===== src/rtl/cti_pkg.sv =====
// Shared types and constants of the colormap tent interpolator.
// Used by cti_ctrl, cti_datapath and colormap_tent_interpolator; depends on nothing.
package cti_pkg;

  // Default depth of each stop table.
  localparam int DEF_MAX_STOPS = 16;

  // Field widths.
  localparam int COORD_W   = 32;
  localparam int CH_W      = 8;
  localparam int NUM_CH    = 4;
  localparam int CNT_CFG_W = 5;
  localparam int CFG_IDX_W = 3;
  localparam int MODE_W    = 2;
  localparam int SIDX_W    = 4;

  // Fixed point: ramp sums carry 16 fraction bits.
  localparam int FRAC_W    = 16;
  // Span magnitude and weights fit in one bit more than a coordinate.
  localparam int MAG_W     = COORD_W + 1;
  // At most two stops carry weight, and their weights add up to the span,
  // so a channel numerator is at most 255 times the span.
  localparam int NUM_W     = MAG_W + CH_W;
  // Quotient of a ramp sum: 8 integer bits and 16 fraction bits.
  localparam int QUO_W     = CH_W + FRAC_W;
  localparam int DIV_STEPS = QUO_W;

  // Input modes.
  localparam logic [MODE_W-1:0] MODE_QUERY  = 2'd0;
  localparam logic [MODE_W-1:0] MODE_X_STOP = 2'd1;
  localparam logic [MODE_W-1:0] MODE_Y_STOP = 2'd2;

  // Configuration register indexes.
  localparam logic [CFG_IDX_W-1:0] REG_X_SPAN_LOW  = 3'd0;
  localparam logic [CFG_IDX_W-1:0] REG_X_SPAN_HIGH = 3'd1;
  localparam logic [CFG_IDX_W-1:0] REG_Y_SPAN_LOW  = 3'd2;
  localparam logic [CFG_IDX_W-1:0] REG_Y_SPAN_HIGH = 3'd3;
  localparam logic [CFG_IDX_W-1:0] REG_X_STOP_CNT  = 3'd4;
  localparam logic [CFG_IDX_W-1:0] REG_Y_STOP_CNT  = 3'd5;

  // Reset values of the span registers.
  localparam logic [COORD_W-1:0] SPAN_LOW_RESET  = 32'h0000_0000;
  localparam logic [COORD_W-1:0] SPAN_HIGH_RESET = 32'h0001_0000;

  // Commands from the controller to the datapath.
  typedef struct packed {
    logic accept;    // an input transfer happens this cycle
    logic ramp;      // 0 works on the x ramp, 1 on the y ramp
    logic setup;     // load offset product, span and magnitude; clear walk
    logic walk;      // read the next stop and start its weight
    logic div_load;  // load the dividers from the channel numerators
    logic div_step;  // one quotient bit in every channel
    logic save;      // store the ramp sum of the current ramp
    logic emit;      // form and present the result
  } cti_cmd_t;

  // Status from the datapath to the controller.
  typedef struct packed {
    logic x_used;     // x ramp has at least one stop
    logic y_used;     // y ramp has at least one stop
    logic lone;       // current ramp has exactly one stop
    logic span_zero;  // current ramp has equal span ends
    logic walk_last;  // walk index is at the last stop of the ramp
  } cti_status_t;

endpackage


===== src/rtl/cti_ctrl.sv =====
// Controller of the colormap tent interpolator: sequences setup, stop walk,
// division and result for each ramp. Depends on cti_pkg.
module cti_ctrl import cti_pkg::*; (
  input  logic              clk,
  input  logic              rst,
  input  logic              start,
  input  logic [MODE_W-1:0] mode,
  input  cti_status_t       status,
  output cti_cmd_t          cmd,
  output logic              busy
);

  localparam logic [2:0] S_IDLE     = 3'd0;
  localparam logic [2:0] S_SETUP    = 3'd1;
  localparam logic [2:0] S_WALK     = 3'd2;
  localparam logic [2:0] S_DRAIN    = 3'd3;
  localparam logic [2:0] S_DIV_LOAD = 3'd4;
  localparam logic [2:0] S_DIV      = 3'd5;
  localparam logic [2:0] S_SAVE     = 3'd6;
  localparam logic [2:0] S_EMIT     = 3'd7;

  // The weight pipeline is two stages deep behind the memory read.
  localparam logic [4:0] DRAIN_LAST = 5'd1;
  localparam logic [4:0] DIV_LAST   = 5'(DIV_STEPS - 1);

  logic [2:0] state, state_next;
  logic [4:0] cnt, cnt_next;
  logic       ramp, ramp_next;
  logic       accept;

  assign accept = start && (state == S_IDLE);
  assign busy   = (state != S_IDLE);

  // Next state and commands.
  always_comb begin
    state_next   = state;
    cnt_next     = cnt;
    ramp_next    = ramp;
    cmd          = '0;
    cmd.accept   = accept;
    cmd.ramp     = ramp;
    case (state)
      S_IDLE: begin
        if (accept && (mode == MODE_QUERY)) begin
          if (!status.x_used && !status.y_used) begin
            state_next = S_EMIT;
          end else begin
            state_next = S_SETUP;
            ramp_next  = !status.x_used;
          end
        end
      end
      S_SETUP: begin
        cmd.setup = 1'b1;
        cnt_next  = '0;
        if (!status.lone && status.span_zero) begin
          state_next = S_SAVE;
        end else begin
          state_next = S_WALK;
        end
      end
      S_WALK: begin
        cmd.walk = 1'b1;
        if (status.walk_last) begin
          state_next = S_DRAIN;
        end
      end
      S_DRAIN: begin
        if (cnt == DRAIN_LAST) begin
          cnt_next   = '0;
          state_next = status.lone ? S_SAVE : S_DIV_LOAD;
        end else begin
          cnt_next = cnt + 5'd1;
        end
      end
      S_DIV_LOAD: begin
        cmd.div_load = 1'b1;
        cnt_next     = '0;
        state_next   = S_DIV;
      end
      S_DIV: begin
        cmd.div_step = 1'b1;
        if (cnt == DIV_LAST) begin
          state_next = S_SAVE;
        end else begin
          cnt_next = cnt + 5'd1;
        end
      end
      S_SAVE: begin
        cmd.save = 1'b1;
        if (!ramp && status.y_used) begin
          ramp_next  = 1'b1;
          state_next = S_SETUP;
        end else begin
          state_next = S_EMIT;
        end
      end
      S_EMIT: begin
        cmd.emit   = 1'b1;
        state_next = S_IDLE;
      end
      default: begin
        state_next = S_IDLE;
      end
    endcase
  end

  // State registers.
  always_ff @(posedge clk) begin
    if (rst) begin
      state <= S_IDLE;
      cnt   <= '0;
      ramp  <= 1'b0;
    end else begin
      state <= state_next;
      cnt   <= cnt_next;
      ramp  <= ramp_next;
    end
  end

endmodule


===== config.mk =====
export PLATFORM = sky130hd
export DESIGN_NAME = cti_ctrl
export DESIGN_NICKNAME = d
export VERILOG_FILES = /design/src/rtl/cti_pkg.sv /design/src/rtl/cti_ctrl.sv
export SDC_FILE = /design/constraint.sdc
export NUM_CORES = 1
export LEC_CHECK = 0
export ABC_AREA = 1
export BUFFER_PORTS_ARGS = -buffer_cell sky130_fd_sc_hd__buf_2
export CORE_ASPECT_RATIO = 0.75
export CORE_MARGIN = 5
export CORE_UTILIZATION = 40
export CTS_BUF_LIST = sky130_fd_sc_hd__clkbuf_16
export DETAILED_ROUTE_END_ITERATION = 8
export GPL_ROUTABILITY_DRIVEN = 0
export GPL_TIMING_DRIVEN = 0
export PLACE_DENSITY = 0.63
export RECOVER_POWER = 25
export SLEW_MARGIN = 40
export SYNTH_ARGS = -nofsm -noshare
export SYNTH_HDL_FRONTEND = slang
export SYNTH_SLANG_ARGS = --single-unit

===== constraint.sdc =====
create_clock -name clk -period 1.2 [get_ports clk]
set_input_delay 0.3 -clock clk [delete_from_list [all_inputs] [get_ports clk]]
set_output_delay 0.3 -clock clk [all_outputs]
set_load 0.02 [all_outputs]

## Word-level counts from Yosys, hierarchy flattened

Index checks and enable logic that the tools add are counted.

| word-level totals | value |
|---|---|
| bits in registers | 9 |
| input bits | 10 |
| output and inout bits | 9 |

| operators by class | value |
|---|---|
| add/sub/neg operators | 1 |
| equal/unequal tests | 16 |
| muxes and demuxes | 22 |
| reduce and logical (&&, ||, !) cells | 18 |

Operator list:

| operator | count |
|---|---|
| case mux 3 bit (8 select lines) | 1 |
| two-way mux 3 bit | 7 |
| case mux 5 bit (3 select lines) | 1 |
| == test 3 bit (second input constant) | 4 |
| != test 2 bit (second input constant) | 6 |
| two-way mux 5 bit | 2 |
| two-way mux 1 bit | 9 |
| AND reduction 4 bit | 2 |
| == test 3 x 2 -> 1 bit (second input constant) | 2 |
| nonzero test 3 bit | 2 |
| adder 5 x 1 -> 5 bit (second input constant) | 1 |
| == test 5 x 1 -> 1 bit (second input constant) | 1 |
| == test 5 bit (second input constant) | 1 |
| logical AND 1 bit | 5 |
| logical NOT 1 bit | 4 |
| == test 3 x 1 -> 1 bit (second input constant) | 1 |
| logical NOT 3 bit | 1 |
| logical NOT 2 bit | 1 |
| two-way mux 2 bit | 1 |
| != test 2 x 1 -> 1 bit (second input constant) | 1 |
| case mux 1 bit (2 select lines) | 1 |
| AND reduction 2 bit | 1 |
| nonzero test 2 bit | 1 |
| OR reduction 2 bit | 1 |

## Longest topological paths before layout

Gate-level depths: netlist of run 1.

| depth | value |
|---|---|
| depth after elaboration | 5 |
| depth in mapped cells | 12 |

## Worst setup path before layout of run 1

OpenSTA, ideal clock, no wires.

| path | value |
|---|---|
| kind | register to output |
| start | register state[2] |
| end | output cmd[3] in the netlist's numbering |
| data arrival time | 0.981 ns |
| data required time | 0.900 ns |
| path slack | -0.081 ns |
| cell stages (with the launch flop) | 4 |
| cell sequence | dfxtp_1 -> buf_6 -> inv_2 -> nor3_1 |

RTL lines:

| element | line | text |
|---|---|---|
| start: declaration | cti_ctrl.sv:26 | `logic [2:0] state, state_next;` |
| start signal: assignment | cti_ctrl.sv:115 | `state <= state_next;` |
| end: declaration | cti_ctrl.sv:9 | `output cti_cmd_t cmd,` |

## Worst setup path in the final report of run 1

| path | value |
|---|---|
| start | register state[0] |
| end | output busy |

| on the way | value |
|---|---|
| longest elaborated chain between the ends | 1 |

Ends and longest elaborated chain:

| element | line | text |
|---|---|---|
| nonzero test 3 bit | cti_ctrl.sv:32 | `assign busy = (state != S_IDLE);` |
| end: declaration | cti_ctrl.sv:10 | `output logic busy` |

Every way passes these cells.

==> results of run 1 <==
cell usage after synthesis:
master	n
nand2_1	30
nor2_1	19
inv_1	15
dfxtp_1	9
nand3_1	9
nand2_4	5
nor2_2	5
nand2_2	4
nand4_1	4
a21oi_1	3
buf_4	3
inv_2	3
nand3b_1	3
nor2_4	3
nor3_1	3
ha_1	2
inv_4	2
buf_6	1
nand3_4	1
nor2_8	1
o2111ai_1	1
o211ai_1	1
o21ai_0	1
o21ai_1	1
o21ai_2	1
flip-flops by register name (all words and copies together), names as in the netlist:
| name | count |
|---|---|
| cnt | 5 |
| state | 3 |
| ramp | 1 |
per-stage QoR:
stage,area (um^2),std cells,power [mW]
floorplan,858,130,1.79
global placement,978,172,2.09
detailed placement,978,172,2.11
CTS,1310,190,3.31
global route,1380,193,3.75
finish,1380,193,3.53
cells by family (layout without fill, tap and decap cells):
logic type / Yosys count / after routing / synth area share [%]
AOI/OAI and AO/OA: 8 / 8 / 5.92
adders and majority gates: 2 / 2 / 2.96
buffers and inverters: 24 / 63 / 13.5
DFF: 9 / 9 / 21.3
and+or+nand+nor: 87 / 87 / 56.3
timing repair:
action	in CTS	in global routing
pin swaps	14	13
setup endpoints to repair	17	17
setup buffers	15	5
resized for setup	47	19
power breakdown:
part | switching, mW | total (mW) | internal, mW
Combinational | 1.33 | 2.36 | 1.03
Clock | 0.143 | 0.582 | 0.439
Sequential | 0.170 | 0.584 | 0.414
worst max path at each step:
stage	from	depth (start not counted)	to	slack (ns)
4_1_cts	state[0]	5	cmd[7]	-0.21
6_report	state[0]	4	busy	-0.21
3_5_place_dp	state[1]	5	cmd[7]	-0.13
2_1_floorplan	state[0]	5	cmd[7]	-0.001
5_1_grt	state[0]	4	busy	-0.23
3_3_place_gp	state[1]	5	cmd[7]	-0.12
per-layer routing:
metal  GRT usage (%)  vias up
li1                -      490
met1            21.0      438
met2            24.7       31
met3            3.41       10
met4            3.89        0
met5               0        -
layout make-up:
cell class	count	area, um^2	area share [%]
clock buffers	3	75.1	5.42
inverters	20	90.1	6.51
well taps	24	30.0	2.17
multi-input cells	97	676	48.8
flip-flops and latches	9	199	14.4
clock inverters	1	5.00	0.362
repair buffers	38	302	21.8
plain buffers	1	7.51	0.542
==> qor.yml, run 1 <==
path_delay_family: "flip-flops"
fill_cells: 160
antenna_found_initial: 0
cts_sinks: 9
final_core_util_pct: 68.7
die_width_um: 63.1
drv_cap: 0
yosysSeqAreaShare_pct: 21.3
whs_endpoint: "cnt[1]"
ys_types: 25
grt-ovfl-total: 0
hpwl_um: 1540
placementRows: 14
syn_to_final_growth_pct: 63.9
cp_num_buf_inv: 2
peakVddDrop_mv: 1.89
grt_util_all_layers_pct: 15.5
reg2reg_to: "cnt[2]"
core_um2: 2010
ys_warn_count: 0
rsz0062_at_grt: "yes"
r2r-start: "state[1]"
vias_per_cell: 5.02
failed_checks: "setup timing"
tightest_slew_ns: 0.275
synth_area_leaders: "dfxtp_1, nand2_1, nor2_1"
drc: 0
cp_common_cell: "buf_6"
yosysTopAreaCell: "dfxtp_1"
min_path_type: "in2reg"
end_kind: "output pin"
clk_latency_ns: 0.23
fin_ws_ns: -0.205
critPathLaunchType: "flip-flop"
grt_pass1_vias: 913
grt_pass1_wl_um: 3930
pre_cts_ws_ns: -0.135
wl_met3_um: 116
timing.final.crit_period_ns: 1.41
cts_root_buffer: "clkbuf_16"
crit_path_max_incr_delay_ns: 0.38
ant_nets: 0
power.density_nw_per_um2: 2550
final-hold-violation-count: 0
fmax_mhz: 712
wl_per_cell_um: 13.8
maxUsedRoutingLayer: "met4"
syn_nets: 142
cts_hold_buf: 0
worst-setup-path-type: "reg2out"
routed_wirelength_um: 2660
clock_tree.buffer_depth: 2
crit_path_top_delay_cell: "dfxtp_4"
drtIter0Drc: 33
cp.required_ns: 0.90
final_layout_size_suffix_gt1_share_pct: 60.4
maxSlewHeadroom_pct: 81.7
leakagePower_nw: 0.655
layout_commonest_cell: "nand2_1"
chipHeight_um: 49.8
drt-met1-wl_um: 1220
reg2reg_slack_ns: -0.13
finalSetupViolCount: 17
htree_levels: 1
finalMaxSlewViolations: 0
setup_tns_ns: -1.84
hold_depth: 2
cts_buffers: 3
first_pass_iters: 4
clk_pin_slew_ns: 0.04
path_cells: "nor2_4 > nand2_4 > buf_6 > buf_6"
crit_arrival_ns: 1.11
timing.hold.ws_ns: 0.257
reg2regPathDepth: 10
nets: 182
grt_start_max_net_pins: 8
io_buffers: 18
start_util_pct: 41.9
ys_seq_elements: 9
finalClockSkew_ns: 0.000494
yosys.area.top_type_share_pct: 21.3
syn-mean-instance-area_um2: 6.50
synth_area_um2: 845
cts_tree: "built"
wl_met2_um: 1260
hp-start: "rst"
outcome: "finished, violations left"
fin_crit_sh_pct: 117
num_vias: 969
antenna_cells: 0
crit_fanout: 7
syn_inst: 130
final_cell_mix: "nand2_1, buf_4, nor2_1"
die_area_um2: 3140
ios: 19
Power figures use the tool's default switching activity.
==> run 2: changes to the inputs <==
--- a/config.mk
+++ b/config.mk
@@ -10,7 +10,7 @@
 export CORE_ASPECT_RATIO = 0.75
 export CORE_MARGIN = 5
 export CORE_UTILIZATION = 40
-export CTS_BUF_LIST = sky130_fd_sc_hd__clkbuf_16
+export CTS_BUF_LIST = sky130_fd_sc_hd__clkbuf_2 sky130_fd_sc_hd__clkbuf_4 sky130_fd_sc_hd__clkbuf_8
 export DETAILED_ROUTE_END_ITERATION = 8
 export GPL_ROUTABILITY_DRIVEN = 0
 export GPL_TIMING_DRIVEN = 0
==> qor.yml, run 2 (same netlist as run 1, synthesis figures left out) <==
wl_met3_um: 85  # -27%
regMostFlops: "cnt"
nets: 180  # -1.1%
first_pass_iters: 4  # unchanged
antenna_found_initial: 0  # unchanged
chipHeight_um: 49.8  # unchanged
peakVddDrop_mv: 2.02  # +7.2%
final_layout_size_suffix_gt1_share_pct: 58.7  # -1.7 points
reg2regPathDepth: 11  # +1
num_vias: 933  # -3.7%
cts_hold_buf: 0  # unchanged
clock_tree.buffer_depth: 2  # unchanged
vias_per_cell: 4.88  # -2.7%
crit_fanout: 6  # -1
cp.required_ns: 0.90  # about the same
layout_commonest_cell: "nand2_1"
placedInstanceArea_um2: 978  # unchanged
critPathLaunchType: "flip-flop"
tightest_slew_ns: 0.407  # +0.133 ns
r2r-start: "cnt[1]"
drc: 0  # unchanged
drt-met1-wl_um: 1220  # +0.33%
start_util_pct: 41.9  # unchanged
fin_ws_ns: -0.231  # -0.0260 ns
htree_levels: 1  # unchanged
maxSlewHeadroom_pct: 72.6  # -9.0 points
pre_cts_ws_ns: -0.135  # unchanged
clk_latency_ns: 0.25  # +0.02 ns
wl_per_cell_um: 13.6  # -1.5%
final_cell_mix: "nand2_1, nor2_1, buf_4"
die_width_um: 63.1  # unchanged
ios: 19  # unchanged
cts_tree: "built"
placementRows: 14  # unchanged
final-hold-violation-count: 0  # unchanged
clk_pin_slew_ns: 0.06  # +0.02 ns
finalSetupViolCount: 17  # unchanged
finalMaxSlewViolations: 0  # unchanged
worst-setup-path-type: "reg2out"
grt_pass1_vias: 823  # -9.9%
setup_tns_ns: -2.73  # -0.889 ns
syn_to_final_growth_pct: 56.3
grt-ovfl-total: 0  # unchanged
power.density_nw_per_um2: 2440  # -4.1%
hpwl_um: 1540  # unchanged
whs_endpoint: "cnt[1]"
timing.final.crit_period_ns: 1.43  # +0.0260 ns
hp-start: "rst"
top_regs: "cnt (5), state (3), ramp (1)"
antenna_cells: 0  # unchanged
ant_nets: 0  # unchanged
crit_arrival_ns: 1.13  # +0.02 ns
largest_reg_flops: 5  # unchanged
drtIter0Drc: 29  # -12%
fin_crit_sh_pct: 119  # +2.2 points
rsz0062_at_grt: "yes"
routed_wirelength_um: 2590  # -2.5%
maxUsedRoutingLayer: "met4"
wl_met2_um: 1220  # -3.0%
fmax_mhz: 699  # -1.8%
drv_cap: 0  # unchanged
grt_util_all_layers_pct: 13.6  # -1.9 points
core_um2: 2010  # unchanged
cts_root_buffer: "clkbuf_4"
final_cells: 191  # -1.0%
dp.cells: 172  # unchanged
grt_pass1_wl_um: 3500  # -11%
timing.hold.ws_ns: 0.220  # -0.0373 ns
reg2reg_slack_ns: -0.17  # -0.04 ns
leakagePower_nw: 0.623  # -4.8%
die_area_um2: 3140  # unchanged
min_path_type: "in2reg"
cts_sinks: 9  # unchanged
io_buffers: 18  # unchanged
reg2reg_to: "state[2]"
failed_checks: "setup timing"
hold_depth: 2  # unchanged
fin_area_um2: 1320  # -4.6%
cts_buffers: 3  # unchanged
finalClockSkew_ns: 0.000447  # -0.0000463 ns
grt_start_max_net_pins: 7  # -1
outcome: "finished, violations left"
end_kind: "output pin"
run 2: repair_timing:
item / 4_1_cts / 5_1_grt
cloned: 0 / 0
pin swaps: 14 / 13
hold endpoints to repair: 0 / 0
endpoints found under the setup margin: 17 / 18
buffers inserted: 11 / 7
gates resized for setup: 40 / 24
run 2: layout make-up:
class | count | area [um^2]
Inverter | 20 | 90.1
Tap cell | 24 | 30.0
Clock buffer | 3 | 22.5
Fill cell | 164 | 694
Clock inverter | 1 | 5.00
Timing Repair Buffer | 36 | 303
Sequential cell | 9 | 198
Multi-Input combinational cell | 97 | 664
Buffer | 1 | 7.51
run 2: metrics by stage:
stage          utilization, %  power [mW]
2_1_floorplan               -        1.79
3_3_place_gp             48.6        2.09
3_5_place_dp             48.6        2.11
4_1_cts                  59.8        2.95
5_1_grt                  65.5        3.44
6_report                 65.5        3.23
run 2: where the power goes:
group / leakage (nW) / switching [mW] / internal, mW
registers: 0.0770 / 0.184 / 0.413
clock network: 0.0177 / 0.106 / 0.123
logic: 0.528 / 1.33 / 1.07
total: 0.623 / 1.62 / 1.61
run 2: critical path, stage by stage, from the launching register on:
cell	delay, ns
dfxtp_4	0.39
nor2_4	0.17
nand2_4	0.08
buf_6	0.12
buf_6	0.12
run 2: worst max path at each step:
stage / start / end / cells after the start
after floorplan: state[0] / cmd[7] / 5
after global placement: state[1] / cmd[7] / 5
after detailed placement: state[1] / cmd[7] / 5
after CTS: state[2] / busy / 5
after global routing: state[0] / busy / 4
final: state[0] / busy / 4
run 2: metal layers:
metal / GRT usage (%) / up-vias
li1: - / 479
met1: 20.8 / 423
met2: 19.1 / 23
met3: 2.95 / 8
met4: 2.83 / 0
met5: 0 / -
